--- config.mk ---
export PLATFORM = sky130hd
export DESIGN_NAME = hsl_to_rgb_converter
export DESIGN_NICKNAME = d
export VERILOG_FILES = /design/src/rtl/hsl2rgb_pkg.sv /design/src/rtl/hsl_to_rgb_converter.sv
export VERILOG_INCLUDE_DIRS = /design/src /design/src/rtl
export SDC_FILE = /design/constraint.sdc
export NUM_CORES = 2
export LEC_CHECK = 0
export BUFFER_PORTS_ARGS = -buffer_cell sky130_fd_sc_hd__clkbuf_2
export CAP_MARGIN = 25
export CORE_ASPECT_RATIO = 0.8
export CORE_MARGIN = 2
export CORE_UTILIZATION = 50
export DETAILED_ROUTE_END_ITERATION = 10
export GPL_TIMING_DRIVEN = 1
export PLACE_DENSITY = 0.71
export SYNTH_ARGS = -nofsm -noshare
export SYNTH_HDL_FRONTEND = slang
export SYNTH_SLANG_ARGS = --single-unit
--- constraint.sdc ---
create_clock -name clk -period 11.1 [get_ports clk]
set_input_delay 1.11 -clock clk [delete_from_list [all_inputs] [get_ports clk]]
set_output_delay 1.11 -clock clk [all_outputs]
set_load 0.02 [all_outputs]
--- src/rtl/hsl_to_rgb_converter_assert.svh ---
// assertion macros for the hsl to rgb converter
`ifndef HSL_TO_RGB_CONVERTER_ASSERT_SVH
`define HSL_TO_RGB_CONVERTER_ASSERT_SVH

// same-cycle implication
`define HSL2RGB_ASSERT_IMPL(label, clock, rstn, ante, cons, msg) \
	label: assert property (@(posedge clock) disable iff (!rstn) (ante) |-> (cons)) \
		else $error(msg);

// next-cycle implication
`define HSL2RGB_ASSERT_NEXT(label, clock, rstn, ante, cons, msg) \
	label: assert property (@(posedge clock) disable iff (!rstn) (ante) |=> (cons)) \
		else $error(msg);

`endif

--- src/rtl/hsl2rgb_pkg.sv ---
// shared types and constants of the hsl to rgb converter
package hsl2rgb_pkg;

	localparam int HUE_W  = 14;
	localparam int LIG_W  = 7;
	localparam int RGB_W  = 8;
	localparam int CH_NUM = 3;
	localparam int STAGES = 8;

	localparam int CH_RED   = 0;
	localparam int CH_GREEN = 1;
	localparam int CH_BLUE  = 2;

	localparam logic [HUE_W-1:0] HUE_MAX = 14'd10000;
	localparam logic [LIG_W-1:0] LIG_MAX = 7'd100;

	// remainder widths of the reciprocal correction step
	localparam int HUE_REM_W = 15;
	localparam int LIG_REM_W = 8;

	localparam logic [RGB_W-1:0] BYTE_MAX = 8'hFF;

	typedef enum logic [1:0] {
		RGN_RISE,
		RGN_HIGH,
		RGN_FALL,
		RGN_LOW
	} region_t;

endpackage

--- src/rtl/hsl_to_rgb_converter.sv ---
// hsl to rgb color converter, eight-stage pipeline
//
// channel | handshake            | payload
// hsl     | hsl_valid, hsl_ready | hue_centi, saturation_centi, lightness_pct
// rgb     | rgb_valid, rgb_ready | red_out, green_out, blue_out
//
// one transfer per cycle on each side while the receiver does not stall
// the rate is set by the eight register stages, each taking a new item every cycle it is not held by a stall
// arst_n clears the stage valid bits only
// a full stage holds while the one after it is full and held, bubbles close up on a stall
// a new item is taken whenever any stage is free, also while a result waits
`include "hsl_to_rgb_converter_assert.svh"

module hsl_to_rgb_converter #(
	parameter int FRAC_BITS = 16
) (
	input  logic                            clk,
	input  logic                            arst_n,
	input  logic                            hsl_valid,
	output logic                            hsl_ready,
	input  logic [hsl2rgb_pkg::HUE_W-1:0]   hue_centi,
	input  logic [hsl2rgb_pkg::HUE_W-1:0]   saturation_centi,
	input  logic [hsl2rgb_pkg::LIG_W-1:0]   lightness_pct,
	output logic                            rgb_valid,
	input  logic                            rgb_ready,
	output logic [hsl2rgb_pkg::RGB_W-1:0]   red_out,
	output logic [hsl2rgb_pkg::RGB_W-1:0]   green_out,
	output logic [hsl2rgb_pkg::RGB_W-1:0]   blue_out
);
	import hsl2rgb_pkg::*;

	localparam int F  = FRAC_BITS;
	localparam int FW = FRAC_BITS + 1;
	localparam int XW = FW + 1;
	localparam int BW = XW + RGB_W - FRAC_BITS;

	localparam logic [63:0] ONE_W        = 64'd1 << FRAC_BITS;
	localparam logic [63:0] THIRD_W      = (ONE_W + 64'd1) / 64'd3;
	localparam logic [63:0] TWO_THIRDS_W = (64'd2 * ONE_W + 64'd1) / 64'd3;
	localparam logic [63:0] HUE_RECIP_W  = (64'd1 << (FRAC_BITS + HUE_W)) / 64'(HUE_MAX);
	localparam logic [63:0] LIG_RECIP_W  = (64'd1 << (FRAC_BITS + LIG_W)) / 64'(LIG_MAX);

	localparam logic [FW-1:0] ONE_FX        = ONE_W[FW-1:0];
	localparam logic [FW-1:0] HALF_FX       = ONE_W[FW:1];
	localparam logic [FW-1:0] THIRD_FX      = THIRD_W[FW-1:0];
	localparam logic [FW-1:0] ONE_LESS_THIRD_FX = ONE_FX - THIRD_FX;
	localparam logic [FW-1:0] TWO_THIRDS_FX = TWO_THIRDS_W[FW-1:0];
	localparam logic [FW-1:0] HUE_RECIP     = HUE_RECIP_W[FW-1:0];
	localparam logic [FW-1:0] LIG_RECIP     = LIG_RECIP_W[FW-1:0];

	function automatic logic [FW+2:0] times6(input logic [FW-1:0] a);
		times6 = {1'b0, a, 2'b00} + {2'b00, a, 1'b0};
	endfunction

	function automatic logic [FW-1:0] centi_fix(input logic [FW-1:0] q0,
			input logic [HUE_W-1:0] v);
		logic [HUE_W+FRAC_BITS-1:0] sh;
		logic [FW+HUE_W-1:0]        qm;
		logic [HUE_REM_W-1:0]       rem;
		sh  = {v, {FRAC_BITS{1'b0}}};
		qm  = q0 * HUE_MAX;
		rem = sh[HUE_REM_W-1:0] - qm[HUE_REM_W-1:0];
		centi_fix = (rem >= HUE_REM_W'(HUE_MAX)) ? q0 + FW'(1) : q0;
	endfunction

	function automatic logic [FW-1:0] wrap_unit(input logic [FW-1:0] a);
		wrap_unit = (a > ONE_FX) ? a - ONE_FX : a;
	endfunction

	function automatic logic [RGB_W-1:0] to_byte(input logic [XW-1:0] x);
		logic [XW+RGB_W-1:0] sc;
		logic [BW-1:0]       hi;
		sc = {x, {RGB_W{1'b0}}} - {{RGB_W{1'b0}}, x};
		hi = sc[XW+RGB_W-1:FRAC_BITS];
		to_byte = (hi > BW'(BYTE_MAX)) ? BYTE_MAX : hi[RGB_W-1:0];
	endfunction

	// valid bits and stage flow control
	logic [STAGES-1:0] valid_q;
	logic [STAGES-1:0] valid_in;
	logic [STAGES-1:0] stage_rdy;

	always_comb begin
		stage_rdy[STAGES-1] = !valid_q[STAGES-1] || rgb_ready;
		for (int k = STAGES - 2; k >= 0; k--) begin
			stage_rdy[k] = !valid_q[k] || stage_rdy[k+1];
		end
	end

	assign valid_in  = {valid_q[STAGES-2:0], hsl_valid};
	assign hsl_ready = stage_rdy[0];
	assign rgb_valid = valid_q[STAGES-1];

	always_ff @(posedge clk or negedge arst_n) begin
		if (!arst_n) begin
			valid_q <= '0;
		end else begin
			for (int k = 0; k < STAGES; k++) begin
				if (stage_rdy[k]) begin
					valid_q[k] <= valid_in[k];
				end
			end
		end
	end

	// stage 1: clamp and reciprocal estimate
	logic [HUE_W-1:0]       hue_c, sat_c;
	logic [LIG_W-1:0]       lig_c;
	logic [HUE_W+FW-1:0]    hue_prod, sat_prod;
	logic [LIG_W+FW-1:0]    lig_prod;

	logic                   white_s1;
	logic [HUE_W-1:0]       hue_c_s1, sat_c_s1;
	logic [LIG_W-1:0]       lig_c_s1;
	logic [FW-1:0]          hue_q0_s1, sat_q0_s1, lig_q0_s1;

	always_comb begin
		hue_c    = (hue_centi > HUE_MAX) ? HUE_MAX : hue_centi;
		sat_c    = (saturation_centi > HUE_MAX) ? HUE_MAX : saturation_centi;
		lig_c    = (lightness_pct > LIG_MAX) ? LIG_MAX : lightness_pct;
		hue_prod = hue_c * HUE_RECIP;
		sat_prod = sat_c * HUE_RECIP;
		lig_prod = lig_c * LIG_RECIP;
	end

	always_ff @(posedge clk) begin
		if (stage_rdy[0]) begin
			white_s1  <= (saturation_centi == '0);
			hue_c_s1  <= hue_c;
			sat_c_s1  <= sat_c;
			lig_c_s1  <= lig_c;
			hue_q0_s1 <= hue_prod[HUE_W +: FW];
			sat_q0_s1 <= sat_prod[HUE_W +: FW];
			lig_q0_s1 <= lig_prod[LIG_W +: FW];
		end
	end

	// stage 2: quotient correction
	logic [LIG_W+FRAC_BITS-1:0] lig_sh;
	logic [FW+LIG_W-1:0]        lig_qm;
	logic [LIG_REM_W-1:0]       lig_rem;

	logic                   white_s2;
	logic [FW-1:0]          h_s2, s_s2, l_s2;

	always_comb begin
		lig_sh  = {lig_c_s1, {FRAC_BITS{1'b0}}};
		lig_qm  = lig_q0_s1 * LIG_MAX;
		lig_rem = lig_sh[LIG_REM_W-1:0] - lig_qm[LIG_REM_W-1:0];
	end

	always_ff @(posedge clk) begin
		if (stage_rdy[1]) begin
			white_s2 <= white_s1;
			h_s2     <= centi_fix(hue_q0_s1, hue_c_s1);
			s_s2     <= centi_fix(sat_q0_s1, sat_c_s1);
			l_s2     <= (lig_rem >= LIG_REM_W'(LIG_MAX)) ? lig_q0_s1 + FW'(1) : lig_q0_s1;
		end
	end

	// stage 3: l*s product and channel hues
	logic [2*FW-1:0]        ls_prod;

	logic                   white_s3;
	logic [FW-1:0]          l_s3, s_s3, p_s3;
	logic [FW-1:0]          vh_s3 [CH_NUM];

	assign ls_prod = l_s2 * s_s2;

	always_ff @(posedge clk) begin
		if (stage_rdy[2]) begin
			white_s3        <= white_s2;
			l_s3            <= l_s2;
			s_s3            <= s_s2;
			p_s3            <= ls_prod[F +: FW];
			vh_s3[CH_RED]   <= wrap_unit(h_s2 + THIRD_FX);
			vh_s3[CH_GREEN] <= h_s2;
			vh_s3[CH_BLUE]  <= wrap_unit(h_s2 + ONE_LESS_THIRD_FX);
		end
	end

	// stage 4: v2, region and ramp factor per channel
	logic [FW:0]            v2_sum;
	logic [FW+2:0]          six_vh [CH_NUM];
	logic [FW+2:0]          six_fall [CH_NUM];
	logic [FW+1:0]          three_vh [CH_NUM];
	region_t                rgn [CH_NUM];
	logic [FW-1:0]          t_val [CH_NUM];

	logic                   white_s4;
	logic [FW-1:0]          l_s4, v2_s4;
	region_t                rgn_s4 [CH_NUM];
	logic [FW-1:0]          t_s4 [CH_NUM];

	always_comb begin
		if (l_s3 < HALF_FX) begin
			v2_sum = {1'b0, l_s3} + {1'b0, p_s3};
		end else begin
			v2_sum = {1'b0, l_s3} + {1'b0, s_s3} - {1'b0, p_s3};
		end
		for (int c = 0; c < CH_NUM; c++) begin
			six_vh[c]   = times6(vh_s3[c]);
			six_fall[c] = times6(TWO_THIRDS_FX - vh_s3[c]);
			three_vh[c] = {1'b0, vh_s3[c], 1'b0} + {2'b00, vh_s3[c]};
			t_val[c]    = six_fall[c][FW-1:0];
			if (six_vh[c] < {3'b000, ONE_FX}) begin
				rgn[c]   = RGN_RISE;
				t_val[c] = six_vh[c][FW-1:0];
			end else if ({vh_s3[c], 1'b0} < {1'b0, ONE_FX}) begin
				rgn[c] = RGN_HIGH;
			end else if (three_vh[c] < {1'b0, ONE_FX, 1'b0}) begin
				rgn[c] = RGN_FALL;
			end else begin
				rgn[c] = RGN_LOW;
			end
		end
	end

	always_ff @(posedge clk) begin
		if (stage_rdy[3]) begin
			white_s4 <= white_s3;
			l_s4     <= l_s3;
			v2_s4    <= v2_sum[FW-1:0];
			for (int c = 0; c < CH_NUM; c++) begin
				rgn_s4[c] <= rgn[c];
				t_s4[c]   <= t_val[c];
			end
		end
	end

	// stage 5: v1 and span
	logic [FW:0]            v1_full;
	logic [FW-1:0]          v1_val;

	logic                   white_s5;
	logic [FW-1:0]          v1_s5, v2_s5, d_s5;
	region_t                rgn_s5 [CH_NUM];
	logic [FW-1:0]          t_s5 [CH_NUM];

	assign v1_full = {l_s4, 1'b0} - {1'b0, v2_s4};
	assign v1_val  = v1_full[FW-1:0];

	always_ff @(posedge clk) begin
		if (stage_rdy[4]) begin
			white_s5 <= white_s4;
			v1_s5    <= v1_val;
			v2_s5    <= v2_s4;
			d_s5     <= v2_s4 - v1_val;
			for (int c = 0; c < CH_NUM; c++) begin
				rgn_s5[c] <= rgn_s4[c];
				t_s5[c]   <= t_s4[c];
			end
		end
	end

	// stage 6: ramp products
	logic [2*FW-1:0]        ramp_prod [CH_NUM];

	logic                   white_s6;
	logic [FW-1:0]          v1_s6, v2_s6;
	region_t                rgn_s6 [CH_NUM];
	logic [FW-1:0]          m_s6 [CH_NUM];

	always_comb begin
		for (int c = 0; c < CH_NUM; c++) begin
			ramp_prod[c] = d_s5 * t_s5[c];
		end
	end

	always_ff @(posedge clk) begin
		if (stage_rdy[5]) begin
			white_s6 <= white_s5;
			v1_s6    <= v1_s5;
			v2_s6    <= v2_s5;
			for (int c = 0; c < CH_NUM; c++) begin
				rgn_s6[c] <= rgn_s5[c];
				m_s6[c]   <= ramp_prod[c][F +: FW];
			end
		end
	end

	// stage 7: channel value select
	logic [XW-1:0]          x_val [CH_NUM];

	logic                   white_s7;
	logic [XW-1:0]          x_s7 [CH_NUM];

	always_comb begin
		for (int c = 0; c < CH_NUM; c++) begin
			case (rgn_s6[c]) inside
				RGN_RISE, RGN_FALL: x_val[c] = {1'b0, v1_s6} + {1'b0, m_s6[c]};
				RGN_HIGH:           x_val[c] = {1'b0, v2_s6};
				default:            x_val[c] = {1'b0, v1_s6};
			endcase
		end
	end

	always_ff @(posedge clk) begin
		if (stage_rdy[6]) begin
			white_s7 <= white_s6;
			for (int c = 0; c < CH_NUM; c++) begin
				x_s7[c] <= x_val[c];
			end
		end
	end

	// stage 8: byte scaling and output register
	logic                   white_s8;
	logic [RGB_W-1:0]       rgb_s8 [CH_NUM];

	always_ff @(posedge clk) begin
		if (stage_rdy[7]) begin
			white_s8 <= white_s7;
			for (int c = 0; c < CH_NUM; c++) begin
				rgb_s8[c] <= white_s7 ? BYTE_MAX : to_byte(x_s7[c]);
			end
		end
	end

	assign red_out   = rgb_s8[CH_RED];
	assign green_out = rgb_s8[CH_GREEN];
	assign blue_out  = rgb_s8[CH_BLUE];

	`HSL2RGB_ASSERT_NEXT(a_white_capture, clk, arst_n, hsl_valid && hsl_ready && (saturation_centi == '0), white_s1, "zero saturation transfer not flagged")
	`HSL2RGB_ASSERT_IMPL(a_white_out, clk, arst_n, rgb_valid && white_s8, (red_out == BYTE_MAX) && (green_out == BYTE_MAX) && (blue_out == BYTE_MAX), "zero saturation result is not white")
	`HSL2RGB_ASSERT_IMPL(a_span_order, clk, arst_n, valid_q[4] && !white_s5, v1_s5 <= v2_s5, "v1 above v2")

endmodule

==> metrics.cfg <==
[grt]
overflow = 0
antenna_found_initial = 1
grt_use_total = 0.227
grt_pass1_vias = 56700
grt_max_degree = 77
grt_first_pass_wirelength_um = 293000

[die]
die_w_um = 447
ios = 65
die-area_um2 = 160000
start_util = 0.506
dieHeight_um = 358
core-area_um2 = 155000
rows = 129

[cells_and_area]
fillers = 13500
drive_above_1_share = 0.0376
areaGrowthSynthToFinish_pct = 5.98
n_antenna_cell = 0
final_nets = 10100

[critical_path]
endpoint_kind = flop
r2r_end = m_s6[0][50]$_DFFE_PP_
endpoint = m_s6[0][50]$_DFFE_PP_
cp.required_ns = 11.51
crit_arrival_ns = 8.29
worstReg2RegStart = d_s5[9]$_DFFE_PP_
regToRegSetupSlack_ns = 3.22
r2r_cells = 25
path_max_fanout = 32
critPathKind = flop to flop
worst_setup_path_start_kind = flop
crit_path_start = d_s5[9]$_DFFE_PP_

[synthesis]
yosysSeqAreaShare = 0.220
yosys.area.top_type = fa_1
synth.avg_cell_area_um2 = 9.88
synth_warnings = 0
syn-cell-area_um2 = 78400
synth_edf_count = 568
synthCells = 7940
synth_top_area_share = 0.267
yosys-top-cells-area = fa_1 (27%), edfxtp_1 (22%), ha_1 (17%)
post_synth_num_cell_types = 85
yosysMostFrequentCell = inv_1
yosys_register_bits = 576
synthTopCellsByCount = inv_1 (1589), ha_1 (1080), fa_1 (1044)
synth-main-ff-cell = edfxtp_1
async_reset_ff_frac = 0.0139

[drt]
first_pass_iters = 7
antenna_left = 0
routed_wl_um = 179000
via_per_inst = 5.39
wire_per_inst_um = 17.7
drcViolationCount = 0
drtIter0Drc = 3753
via_count = 54300

[sta]
fin_crit_sh = 0.710
fin_crit_ns = 7.88
setup_violations = 0
slew_headroom = 0.337
clock_skew_ns = 0.0701
hold_violations = 0
rsz0062_at_grt = false
fmax_mhz = 127
tns_ns = 0
drv_slew = 0
tightest_slew_ns = 0.995

[clock_tree]
clkSinkCount = 576
cts_hold_buf = 0
cts_setup_buffers = 0
clockRootBuffer = clkbuf_16
numCtsBuffers = 60
clock_latency_ns = 0.70
path_clk_slew_ns = 0.06
cts_resized = 0
clk_path_buf_depth = 3
ctsHtreeMaxLevel = 2
cts_tree = done

[hold_path]
hp-class = input pin to asynchronous set/reset pin

[placed_design]
place_hpwl_um = 140000
gp_congestion = 0.894
port_buffers = 64

[run_status]
status = complete, no violations

[run]
drv_cap = 0

==> critical path, cell delays in order, from the launching register on <==
cell and delay, ns:
edfxtp_1 0.82, buf_4 0.56, nand2_1 0.16, fa_1 0.55, inv_1 0.06, fa_1 0.53
inv_1 0.05, fa_1 0.48, fa_1 0.54, inv_1 0.05, fa_1 0.47, inv_1 0.05
fa_1 0.47, inv_1 0.04, ha_1 0.26, nand2_1 0.04, a2111oi_0 0.60, a2111oi_1 0.19
clkdlybuf4s18_2 0.29, nor3_1 0.32, nor3_1 0.16, o21ai_0 0.20, a31oi_1 0.17, o21bai_1 0.24
a21oi_1 0.13, xnor2_1 0.14
==> flip-flops by register name (all words and copies together) (netlist names), 24 cells and up <==
| name | flops |
|---|---|
| m_s6 | 51 |
| rgb_s8 | 24 |
| t_s4 | 48 |
| t_s5 | 48 |
| vh_s3 | 50 |
| x_s7 | 54 |
==> metal layers <==
metal	global-route usage	part of all wire	vias up
li1	-	-	25400
met1	0.324	0.45	26900
met2	0.369	0.46	1763
met3	0.0278	0.067	267
met4	0.0563	0.024	0
met5	0	0	-
==> stage by stage <==
stage | cell area, µm² | hold slack (ns) | cells | worst slack (ns) | utilization
after floorplan | 78500 | 0.400 | 7965 | 1.31 | -
after global placement | 81100 | 0.401 | 9960 | 2.66 | 0.523
after detailed placement | 81100 | 0.405 | 9961 | 2.51 | 0.523
after CTS | 83100 | 0.230 | 10100 | 3.16 | 0.536
after global routing | 83100 | 0.255 | 10100 | 2.87 | 0.536
final | 83100 | 0.276 | 10100 | 3.22 | 0.536
==> layout make-up <==
cell class	count	area [µm²]	area share
clock buffer	70	1570	0.0189
clock inverter	43	427	0.00513
inverter	1589	5970	0.0718
multi-input combinational	5581	54500	0.656
sequential	576	17300	0.208
tap	2096	2620	0.0316
timing repair buffer	122	759	0.00914
==> cells by family after synthesis <==
kind of cell / Yosys count / share of synthesized area
adders and majority gates: 2125 / 0.439
AOI/OAI and AO/OA: 851 / 0.0700
muxes: 71 / 0.00933
xor gates and xnor gates: 426 / 0.0476
DFF: 576 / 0.220
other: 2 / 0.0000958
and+or+nand+nor: 2081 / 0.127
buffers and inverters: 1808 / 0.0867
==> worst min path at each step <==
| stage | startpoint | end | slack [ns] | depth (start not counted) |
|---|---|---|---|---|
| 2_1_floorplan | rgn_s4[0][0]$_SDFFCE_PP0P_ | rgn_s5[0][0]$_DFFE_PP_ | 0.40 | 0 |
| 3_3_place_gp | t_s4[0][27]$_DFFE_PP_ | t_s5[0][27]$_DFFE_PP_ | 0.40 | 0 |
| 3_5_place_dp | t_s4[0][16]$_DFFE_PP_ | t_s5[0][16]$_DFFE_PP_ | 0.40 | 0 |
| 4_1_cts | arst_n | valid_q[6]$_DFFE_PN0P_ | 0.23 | 1 |
| 5_1_grt | arst_n | valid_q[6]$_DFFE_PN0P_ | 0.25 | 1 |
| 6_report | arst_n | valid_q[6]$_DFFE_PN0P_ | 0.28 | 1 |
==> layout by cell type (no fill, tap or decap), types with 32 or more instances in the layout <==
master / count
nor3_1: 118
o21ai_0: 162
xnor2_1: 309
a21oi_1: 274
nand3_1: 77
nor2b_1: 57
mux2i_1: 54
nand2_1: 863
clkbuf_16: 60
and2_1: 377
inv_1: 1588
o21a_1: 69
clkbuf_2: 65
xor2_1: 117
fa_1: 1044
buf_4: 55
or3_1: 37
edfxtp_1: 568
nand2b_1: 68
and3_1: 32
ha_1: 1080
a21o_1: 72
nor2_1: 317
Power is left out: the tool's default activity adds up to more than one toggle a clock period on the data nets, which glitch-free logic cannot reach.
